**config.mk**
```make
export PLATFORM = sky130hd
export DESIGN_NAME = seven_segment_scan_display
export DESIGN_NICKNAME = d
export VERILOG_FILES = /design/src/hw/rtl/ssd_pkg.sv /design/src/hw/rtl/ssd_decode.sv /design/src/hw/rtl/seven_segment_scan_display.sv
export SDC_FILE = /design/constraint.sdc
export NUM_CORES = 1
export LEC_CHECK = 0
export BUFFER_PORTS_ARGS = -buffer_cell sky130_fd_sc_hd__buf_2
export CAP_MARGIN = 25
export CORE_UTILIZATION = 59
export DETAILED_ROUTE_END_ITERATION = 12
export PLACE_DENSITY_LB_ADDON = 0.15
export SETUP_SLACK_MARGIN = 0.5
export SLEW_MARGIN = 40
export SYNTH_ARGS = -nofsm -noshare
export SYNTH_HDL_FRONTEND = slang
export SYNTH_SLANG_ARGS = --single-unit
```
**constraint.sdc**
```tcl
create_clock -name clock -period 6.56 [get_ports clock]
set_input_delay 1.312 -clock clock [delete_from_list [all_inputs] [get_ports clock]]
set_output_delay 1.312 -clock clock [all_outputs]
set_load 0.05 [all_outputs]
```
**src/hw/rtl/ssd_pkg.sv**
```systemverilog
// shared types, constants and glyph table for the seven-segment scan display
`default_nettype none

package ssd_pkg;

   // number of digits wired to the display, 2..8
   localparam int unsigned DIGIT_COUNT = 6;
   localparam int unsigned POS_W       = 3;
   localparam int unsigned SEG_W       = 8;
   localparam int unsigned SEL_W       = 8;
   localparam int unsigned VALUE_W     = 16;
   localparam int unsigned MODE_W      = 3;

   // logical digit slots written by the display modes
   localparam int unsigned SLOT_COUNT    = 6;
   localparam int unsigned POS_CNT_ONES  = 0;
   localparam int unsigned POS_CNT_TENS  = 1;
   localparam int unsigned POS_IR        = 2;
   localparam int unsigned POS_DIST_FRAC = 3;
   localparam int unsigned POS_DIST_ONES = 4;
   localparam int unsigned POS_DIST_TENS = 5;

   localparam logic [SEG_W-1:0] DP_BIT   = 8'h80;
   localparam logic [9:0]       DIST_MAX = 10'd999;

   typedef enum logic [MODE_W-1:0] {
      MODE_TICK  = 3'd0,
      MODE_DIST  = 3'd1,
      MODE_COUNT = 3'd2,
      MODE_IR    = 3'd3,
      MODE_CLEAR = 3'd4,
      MODE_OFF   = 3'd5
   } ssd_mode_type;

   // buffer writes produced by one display command
   typedef struct packed {
      logic [SLOT_COUNT-1:0]            en;
      logic [SLOT_COUNT-1:0][SEG_W-1:0] pat;
   } ssd_wr_type;

   function automatic logic [SEG_W-1:0] glyph(input logic [3:0] d);
      logic [SEG_W-1:0] g;
      unique case (d)
         4'd0: g = 8'h3F;
         4'd1: g = 8'h06;
         4'd2: g = 8'h5B;
         4'd3: g = 8'h4F;
         4'd4: g = 8'h66;
         4'd5: g = 8'h6D;
         4'd6: g = 8'h7D;
         4'd7: g = 8'h07;
         4'd8: g = 8'h7F;
         4'd9: g = 8'h6F;
         default: g = 8'h00;
      endcase
      return g;
   endfunction

endpackage

`default_nettype wire

```
**src/hw/rtl/ssd_decode.sv**
```systemverilog
// turns one display command into digit buffer writes
`default_nettype none

module ssd_decode (
   input  var ssd_pkg::ssd_mode_type     mode,
   input  var logic [15:0]               value,
   output var ssd_pkg::ssd_wr_type       wr
);
   import ssd_pkg::*;

   logic [9:0]  mm;
   logic [17:0] mm_x205;
   logic [15:0] mm_x41;
   logic [6:0]  mm_div10;
   logic [3:0]  mm_div100;
   logic [10:0] mm_div10_x10;
   logic [10:0] mm_frac;
   logic [7:0]  div100_x10;
   logic [6:0]  mm_ones;

   logic [31:0] val_xcccd;
   logic [12:0] val_div10;
   logic [16:0] val_div10_x10;
   logic [16:0] val_rem;

   // distance: clamp, then divide by 10 and 100 with reciprocal multiplies
   assign mm           = (value > 16'(DIST_MAX)) ? DIST_MAX : value[9:0];
   assign mm_x205      = 18'(mm) * 18'd205;
   assign mm_x41       = 16'(mm) * 16'd41;
   assign mm_div10     = mm_x205[17:11];
   assign mm_div100    = mm_x41[15:12];
   assign mm_div10_x10 = {1'b0, mm_div10, 3'b000} + {3'b000, mm_div10, 1'b0};
   assign mm_frac      = {1'b0, mm} - mm_div10_x10;
   assign div100_x10   = {1'b0, mm_div100, 3'b000} + {3'b000, mm_div100, 1'b0};
   assign mm_ones      = mm_div10 - div100_x10[6:0];

   // count: exact divide by 10 for any 16-bit value
   assign val_xcccd     = 32'(value) * 32'h0000_CCCD;
   assign val_div10     = val_xcccd[31:19];
   assign val_div10_x10 = {1'b0, val_div10, 3'b000} + {3'b000, val_div10, 1'b0};
   assign val_rem       = {1'b0, value} - val_div10_x10;

   always_comb begin
      wr.en  = '0;
      wr.pat = '0;
      unique case (mode)
         MODE_DIST: begin
            wr.en[POS_DIST_TENS]  = 1'b1;
            wr.en[POS_DIST_ONES]  = 1'b1;
            wr.en[POS_DIST_FRAC]  = 1'b1;
            wr.pat[POS_DIST_TENS] = (mm_div100 == 4'd0) ? 8'h00 : glyph(mm_div100);
            wr.pat[POS_DIST_ONES] = glyph(mm_ones[3:0]) | DP_BIT;
            wr.pat[POS_DIST_FRAC] = glyph(mm_frac[3:0]);
         end
         MODE_COUNT: begin
            // tens digit kept as is once the count passes 99
            wr.en[POS_CNT_TENS]  = (val_div10 <= 13'd9);
            wr.en[POS_CNT_ONES]  = 1'b1;
            wr.pat[POS_CNT_TENS] = (val_div10 == 13'd0) ? 8'h00 : glyph(val_div10[3:0]);
            wr.pat[POS_CNT_ONES] = glyph(val_rem[3:0]);
         end
         MODE_IR: begin
            wr.en[POS_IR]  = 1'b1;
            wr.pat[POS_IR] = (value > 16'd9) ? 8'h00 : glyph(value[3:0]);
         end
         default: begin
            wr.en  = '0;
            wr.pat = '0;
         end
      endcase
   end

endmodule

`default_nettype wire

```
**src/hw/rtl/seven_segment_scan_display.sv**
```systemverilog
// top level of the multiplexed seven-segment display driver
// Usage:
//   req channel carries one command per transfer: tuser holds the mode
//   (tick, distance, count, ir key, clear, off), tdata the 16-bit operand.
//   rsp channel returns one transfer per command: the segment latch and the
//   active-low digit enables as they stand after that command.
//   A command is held in the input register, then decoded and applied to the
//   digit buffer, scan position and latches; the same update loads the result
//   and raises rsp valid. One command per cycle is sustained while the
//   receiver takes each result; the latches double as the result register and
//   the decode path uses constant reciprocal multiplies.
//   When the receiver stalls, the result holds and the input register keeps
//   one more command, then req_tready drops until the result is taken.
//   Reset clears the buffer (all digits blank), scan position to digit 0,
//   segments off and no digit selected; no result is pending after reset.
`default_nettype none

module seven_segment_scan_display (
   input  var logic        clock,
   input  var logic        reset,
   input  var logic        req_tvalid,
   output var logic        req_tready,
   input  var logic [15:0] req_tdata,   // value[15:0]
   input  var logic [2:0]  req_tuser,   // mode[2:0]
   output var logic        rsp_tvalid,
   input  var logic        rsp_tready,
   output var logic [15:0] rsp_tdata    // segments[7:0], digit_select[15:8]
);
   import ssd_pkg::*;

   logic                    in_vld_ff;
   logic [MODE_W-1:0]       mode_ff;
   logic [VALUE_W-1:0]      value_ff;
   logic                    out_vld_ff;
   logic [SEG_W-1:0]        seg_ff, seg_in;
   logic [SEL_W-1:0]        sel_ff, sel_in;
   logic [POS_W-1:0]        pos_ff, pos_in;
   logic [DIGIT_COUNT-1:0][SEG_W-1:0] buf_ff, buf_in;

   logic         out_free;
   logic         advance;
   ssd_mode_type mode;
   ssd_wr_type   wr;
   logic [POS_W-1:0] cur_pos;

   assign out_free   = !out_vld_ff || rsp_tready;
   assign advance    = in_vld_ff && out_free;
   assign req_tready = !in_vld_ff || out_free;
   assign rsp_tvalid = out_vld_ff;
   assign rsp_tdata  = {sel_ff, seg_ff};
   assign mode       = ssd_mode_type'(mode_ff);

   ssd_decode u_decode (
      .mode  (mode),
      .value (value_ff),
      .wr    (wr)
   );

   always_comb begin
      seg_in  = seg_ff;
      sel_in  = sel_ff;
      pos_in  = pos_ff;
      buf_in  = buf_ff;
      cur_pos = (32'(pos_ff) >= DIGIT_COUNT) ? '0 : pos_ff;
      unique case (mode)
         MODE_TICK: begin
            sel_in = ~(SEL_W'(1) << cur_pos);
            seg_in = buf_ff[cur_pos];
            pos_in = (32'(cur_pos) + 1 >= DIGIT_COUNT) ? '0 : cur_pos + POS_W'(1);
         end
         MODE_CLEAR: begin
            buf_in = '0;
         end
         MODE_OFF: begin
            seg_in = '0;
            sel_in = '1;
         end
         default: begin
            // slots beyond the wired digit count are dropped
            for (int i = 0; i < SLOT_COUNT; i++) begin
               if (i < DIGIT_COUNT && wr.en[i]) begin
                  buf_in[i] = wr.pat[i];
               end
            end
         end
      endcase
   end

   always_ff @(posedge clock) begin
      if (reset) begin
         in_vld_ff  <= 1'b0;
         out_vld_ff <= 1'b0;
         seg_ff     <= '0;
         sel_ff     <= '1;
         pos_ff     <= '0;
         buf_ff     <= '0;
      end else begin
         if (req_tready) begin
            in_vld_ff <= req_tvalid;
         end
         if (advance) begin
            out_vld_ff <= 1'b1;
            seg_ff     <= seg_in;
            sel_ff     <= sel_in;
            pos_ff     <= pos_in;
            buf_ff     <= buf_in;
         end else if (rsp_tready) begin
            out_vld_ff <= 1'b0;
         end
      end
   end

   always_ff @(posedge clock) begin
      if (req_tready) begin
         mode_ff  <= req_tuser;
         value_ff <= req_tdata;
      end
   end

endmodule

`default_nettype wire
```
Yosys cells after proc, flatten, opt, wreduce, memory -nomap -nowiden. Memory sizes are Yosys's and may differ from the RTL's. A register that Yosys moved wholly into a read port is not among the register bits. Cells that the tools add are included.

Multiplexer cells: 26. Multipliers: 3. Add/sub/neg operators: 8. Reduce and logical (&&, ||, !) cells: 25. Eq/ne operators: 5. Order comparisons: 6. Bitwise gates (word level): 2. Shift operators: 1.

Operator list (count): $pmux W48 S2 (1); $mux W8 (11); $mul A16 B16 Y32 const B (1); $pmux W8 S2 (2); $bmux W8 S3 (1); $mux W24 (1); $reduce_and A3 Y1 (6); $gt A16 B10 Y1 const B (1); $gt A16 B4 Y1 const B (1); $mul A10 B6 Y16 const B (1); $mux W16 (1); $reduce_bool A2 Y1 (8); $mul A10 B8 Y15 const B (1); $le A13 B4 Y1 const B (1); $logic_not A13 Y1 (1); $add A4 B4 Y4 (3); $sub A4 B4 Y4 (3); $mux W10 (1); $mux W3 (3); $not A8 Y8 (1); $shl A1 B3 Y8 const A (1); $eq A3 B2 Y1 const B (2); $eq A3 B3 Y1 const B (2); $add A3 B1 Y4 const B (1); 16 further kinds (21).

Bits in read-only memories: 672. Input port bits: 23. Word-level logic and storage cells: 95. Register bits: 88. Memories: 6.

Memories: (no name shown) (words 16, bits a word 7, rd ports 1, clocked after Yosys merged registers in 0, write ports 0, line ssd_pkg.sv:43) `unique case (d)`; (no name shown) (words 16, bits a word 7, rd ports 1, clocked after Yosys merged registers in 0, write ports 0, line ssd_pkg.sv:43); (no name shown) (words 16, bits a word 7, rd ports 1, clocked after Yosys merged registers in 0, write ports 0, line ssd_pkg.sv:43); (no name shown) (words 16, bits a word 7, rd ports 1, clocked after Yosys merged registers in 0, write ports 0, line ssd_pkg.sv:43); (no name shown) (words 16, bits a word 7, rd ports 1, clocked after Yosys merged registers in 0, write ports 0, line ssd_pkg.sv:43); (no name shown) (words 16, bits a word 7, rd ports 1, clocked after Yosys merged registers in 1, write ports 0, line ssd_pkg.sv:43).

Logic depth before layout (Yosys ltp). An unclocked memory read counts as a cell.

Word-level depth: 9. Mapped depth: 33. Gate-level depth less buffers: 33.

Modules after synthesis. A second synthesis with hierarchy kept.

Cell total of the unflattened synthesis: 1462. Area total of the unflattened synthesis: 12638.4 sq um.

By module, submodules not included: ssd_decode (times used 1, area an instance 8772.2 sq um, cells an instance 1026, sequential area each 0.0 sq um); seven_segment_scan_display (times used 1, area an instance 3866.2 sq um, cells an instance 436, sequential area each 1951.9 sq um).

Worst setup path before layout. Ideal clock, no wire load.

Path type: reg-to-reg. From: register value_ff[15]. To: register buf_ff[32] in the netlist's numbering. Path buffers: 1. Library setup time: 0.146 ns. Cell stages (with the launch flop): 31. Arrival: 6.642 ns. Clock period less this slack: 6.789 ns. Data required time: 6.414 ns. Slack: -0.229 ns. Cells stage by stage: edfxtp_1 inv_1 ha_1 nand3_1 o311a_1 or2_2 clkbuf_1 nand2_1 ha_1 inv_1 fa_1 fa_1 fa_1 inv_1 ha_1 a21o_1 a21oi_1 nand2b_1 nand3b_1 a21oi_1 xnor2_1 inv_1 ha_1 xor2_1 xnor2_1 xnor2_1 xnor2_1 xnor3_1 nand2b_1 a21boi_1 o311ai_0.

Word-level cells in the longest chain between the ends: 9. Elaborated cells on any way between the ends: 10. Those cells by class: 2 x add/sub; 2 x mul; 1 x order compare; 4 x mux; 1 x memory.

RTL lines: start, declared (line seven_segment_scan_display.sv:33) `logic [VALUE_W-1:0] value_ff;`; start signal, assigned (line seven_segment_scan_display.sv:116) `value_ff <= req_tdata;`; $gt A16 B10 Y1 * (line ssd_decode.sv:27) `assign mm = (value > 16'(DIST_MAX)) ? DIST_MAX : value[9:0];`; $mux W10 * (line ssd_decode.sv:27); $mul A10 B6 Y16 (line ssd_decode.sv:29) `assign mm_x41 = 16'(mm) * 16'd41;`; $add A4 B4 Y4 (line ssd_decode.sv:34) `assign div100_x10 = {1'b0, mm_div100, 3'b000} + {3'b000, mm_div100, 1'b0};`; $sub A4 B4 Y4 * (line ssd_decode.sv:35) `assign mm_ones = mm_div10 - div100_x10[6:0];`; $mem_v2 Z16 W7 *; $mux W24 * (line ssd_decode.sv:46) `unique case (mode)`; $mux W8 * (line seven_segment_scan_display.sv:81) `if (i < DIGIT_COUNT && wr.en[i]) begin`; $pmux W48 S2 * (line seven_segment_scan_display.sv:65) `unique case (mode)`; end signal, assigned (line seven_segment_scan_display.sv:106) `buf_ff <= buf_in;`; end, declared (line seven_segment_scan_display.sv:38) `logic [DIGIT_COUNT-1:0][SEG_W-1:0] buf_ff, buf_in;`.

Mark *: on every way between the ends. The rest lies on a longest branch, timed or not. The select of a mux whose other input is x is not followed. A chain may end at the register's enable or synchronous reset.

Worst setup path after layout.
From: register value_ff[12]. To: register buf_ff[32] in the netlist's numbering.

The elaborated chain is that of the path after synthesis.

==> results.py <==
metrics = {
    "routing": {
        "ant_nets": 0,
        "drc": 0,
        "totalWireLength_um": 34300,
        "first_iter_violations": 653,
        "vias": 10400,
        "wl_per_cell_um": 19.6,
        "drt-pass1-iter-count": 5,
        "via_per_inst": 5.96,
    },
    "min_path": {
        "min_path_type": "reg -> reg",
    },
    "global_route": {
        "grt_antenna_before_repair": 1,
        "grt_pass1_wl_um": 51400,
        "grt_usage_pct": 30.8,
        "grt_remaining_overflow": 0,
        "grt_pass1_vias": 10200,
        "grt_max_degree": 37,
    },
    "synthesis": {
        "synthesis.area_um2": 12200,
        "ys_warn_count": 0,
        "avgSynthCellArea_um2": 9.25,
        "synth_edf_count": 19,
        "yosys-top-cells-area": "ha_1 26%, fa_1 17%, dfxtp_1 12%, inv_1 7.4%, edfxtp_1 4.7%",
        "post-synth-top-count-cell": "ha_1",
        "synth_seq_area_share_pct": 16.4,
        "synthArstFlopShare_pct": 0,
        "ys_ff_latch": 90,
        "synth_top_cell_area_share_pct": 26.5,
        "synth_commonest_cells": "257 x ha_1, 241 x inv_1, 101 x fa_1",
        "synth_area_leader_cell": "ha_1",
        "synth.distinct_cells": 86,
        "syn_nets": 1694,
        "synth_cells": 1313,
        "ys_dominant_reg_cell": "dfxtp_1",
    },
    "timing": {
        "skew_ns": 0.00724,
        "period_share_pct": 100,
        "hold_violations": 0,
        "fin_setup_tns_ns": -0.0170,
        "finalSetupViolations": 2,
        "max_slew_margin_pct": 50.2,
        "clock.fmax_mhz": 152,
        "timing.final.crit_period_ns": 6.57,
        "rsz0062_at_grt": "yes",
        "worst_slack_ns": -0.0113,
        "worstMarginPinSlew_ns": 0.746,
        "slew_violations": 0,
    },
    "final_layout": {
        "final_layout_size_suffix_gt1_share_pct": 26.4,
        "final_area_um2": 15100,
        "synthToLayoutAreaGrowth_pct": 24.5,
        "fillers": 1340,
        "fin_nets": 1851,
        "final_cells": 1746,
    },
    "setup_path": {
        "slowest_stage": "fa_1",
        "critPathKind": "reg -> reg",
        "cp_max_fo": 8,
        "crit_family": "adder cells",
        "cp.required_ns": 6.83,
        "max_stage_delay_ns": 0.55,
        "cp-end-kind": "flip-flop",
        "arrival_ns": 6.84,
        "critPathBufInv": 6,
        "worstSetupStartpointType": "flip-flop",
    },
    "placed_design": {
        "place_area_um2": 13300,
        "place.gp.congestion": 0.908,
        "hpwlAfterDp_um": 23900,
        "dp_cells": 1635,
        "post-place-ws_ns": -0.125,
        "port-buffer-count": 40,
    },
    "clock_tree": {
        "clk_pin_slew_ns": 0.07,
        "cts.sinks": 90,
        "cts_root_buf": "clkbuf_16",
        "clockBufferDepth": 2,
        "clk_latency_ns": 0.35,
        "cts_tree": "yes",
        "cts-htree-levels": 3,
        "cts_inserted_buffers": 9,
    },
    "status": {
        "violations": "setup timing",
        "status": "finished with violations",
    },
    "floorplanning": {
        "core_area_um2": 20200,
        "start_util_pct": 60.0,
        "fp.dieW_um": 146,
        "ios": 41,
        "die_h_um": 146,
        "num_rows": 52,
        "die_area_um2": 21200,
    },
    "job": {
        "maxCapViolCount": 0,
    },
}
==> state kept, by name (all words and copies together), names as in the netlist, named ones only <==
name and flops:
sel_ff 8, seg_ff 8, mode 3, rsp_tvalid 1, pos_ff 3, buf_ff 43, in_vld_ff 1, value_ff 16
==> cells by family (layout without fill, tap and decap cells) <==
family / count (synthesis) / in the layout / synth area share [%]
xor gates and xnor gates: 35 / 35 / 2.70
DFF: 90 / 90 / 16.4
muxes: 30 / 30 / 3.22
and+or+nand+nor: 268 / 268 / 11.0
other: 0 / 1 / 0
adders and majority gates: 358 / 358 / 43.1
AOI/OAI and AO/OA: 256 / 256 / 14.9
buffers and inverters: 276 / 438 / 8.71
==> metrics by stage <==
step,utilization [%],hold WS [ns]
global placement,65.6,0.425
CTS,72.0,0.447
detailed placement,65.6,0.433
global route,74.7,0.460
floorplan,-,0.422
finish,74.7,0.445
==> worst reg2reg max path, delay by kind of cell, from the launching register on <==
family / cells / cell delay, ns
DFF: 1 / 0.38
xor gates and xnor gates: 6 / 1.17
and+or+nand+nor: 6 / 1.07
buffers and inverters: 6 / 0.31
AOI/OAI and AO/OA: 7 / 1.22
adders and majority gates: 7 / 2.32
==> final cells by class <==
cell class                      count  area [um^2]  share of cell area, %
Clock inverter                      5         48.8                  0.323
Multi-Input combinational cell    947        10200                   67.6
Clock buffer                       11          264                   1.75
Antenna cell                        1         2.50                 0.0165
Tap cell                          270          338                   2.23
Sequential cell                    90         1990                   13.2
Inverter                          242          916                   6.06
Timing Repair Buffer              180         1330                   8.80
==> per-layer routing <==
layer / vias up / wire length (um) / share of wire, % / track usage [%]
met2: 414 / 15800 / 46 / 49.8
met3: 106 / 2130 / 6.2 / 4.76
li1: 4813 / - / - / -
met1: 5069 / 15000 / 44 / 41.4
met4: 0 / 1410 / 4.1 / 12.4
met5: - / 0 / 0 / 0
==> placed cells by master (no fill, tap or decap), types with 6 or more instances in the layout <==
master	Yosys	final
a21o_1	16	16
a21oi_1	62	51
a21oi_2	0	8
a22o_1	10	10
a22oi_1	14	12
a31oi_1	8	7
and3_1	11	10
buf_2	3	40
buf_4	1	119
buf_6	2	21
clkbuf_16	0	10
dfxtp_1	71	70
edfxtp_1	19	19
fa_1	101	94
fa_2	0	7
ha_1	257	210
ha_2	0	7
ha_4	0	40
inv_1	241	213
inv_2	0	25
mux2i_1	20	19
mux4_2	7	7
nand2_1	77	64
nand2_2	0	6
nand2b_1	21	19
nand3_1	25	23
nand3b_1	7	7
nand4_1	8	8
nor2_1	66	62
nor2b_1	10	9
nor3_1	12	11
o211ai_1	17	17
o21ai_0	42	30
o21ai_1	6	14
xnor2_1	20	16
xor2_1	13	11
==> final timing paths <==
kind | from | end | slack [ns] | cells after the start
max | value_ff[12] | buf_ff[32] | -0.01 | 32
min | sel_ff[6] | sel_ff[6] | 0.45 | 1
max reg2reg | value_ff[12] | buf_ff[32] | -0.01 | 32
min reg2reg | sel_ff[6] | sel_ff[6] | 0.45 | 1
==> repair_timing <==
item,CTS,global route
resized for setup,94,79
setup buffers,67,27
hold buffers,0,0
pin swaps,57,60
setup endpoints to repair,28,29
Power is not shown: default switching activity piles up to over one toggle a cycle in this logic, so the estimate is an artifact.
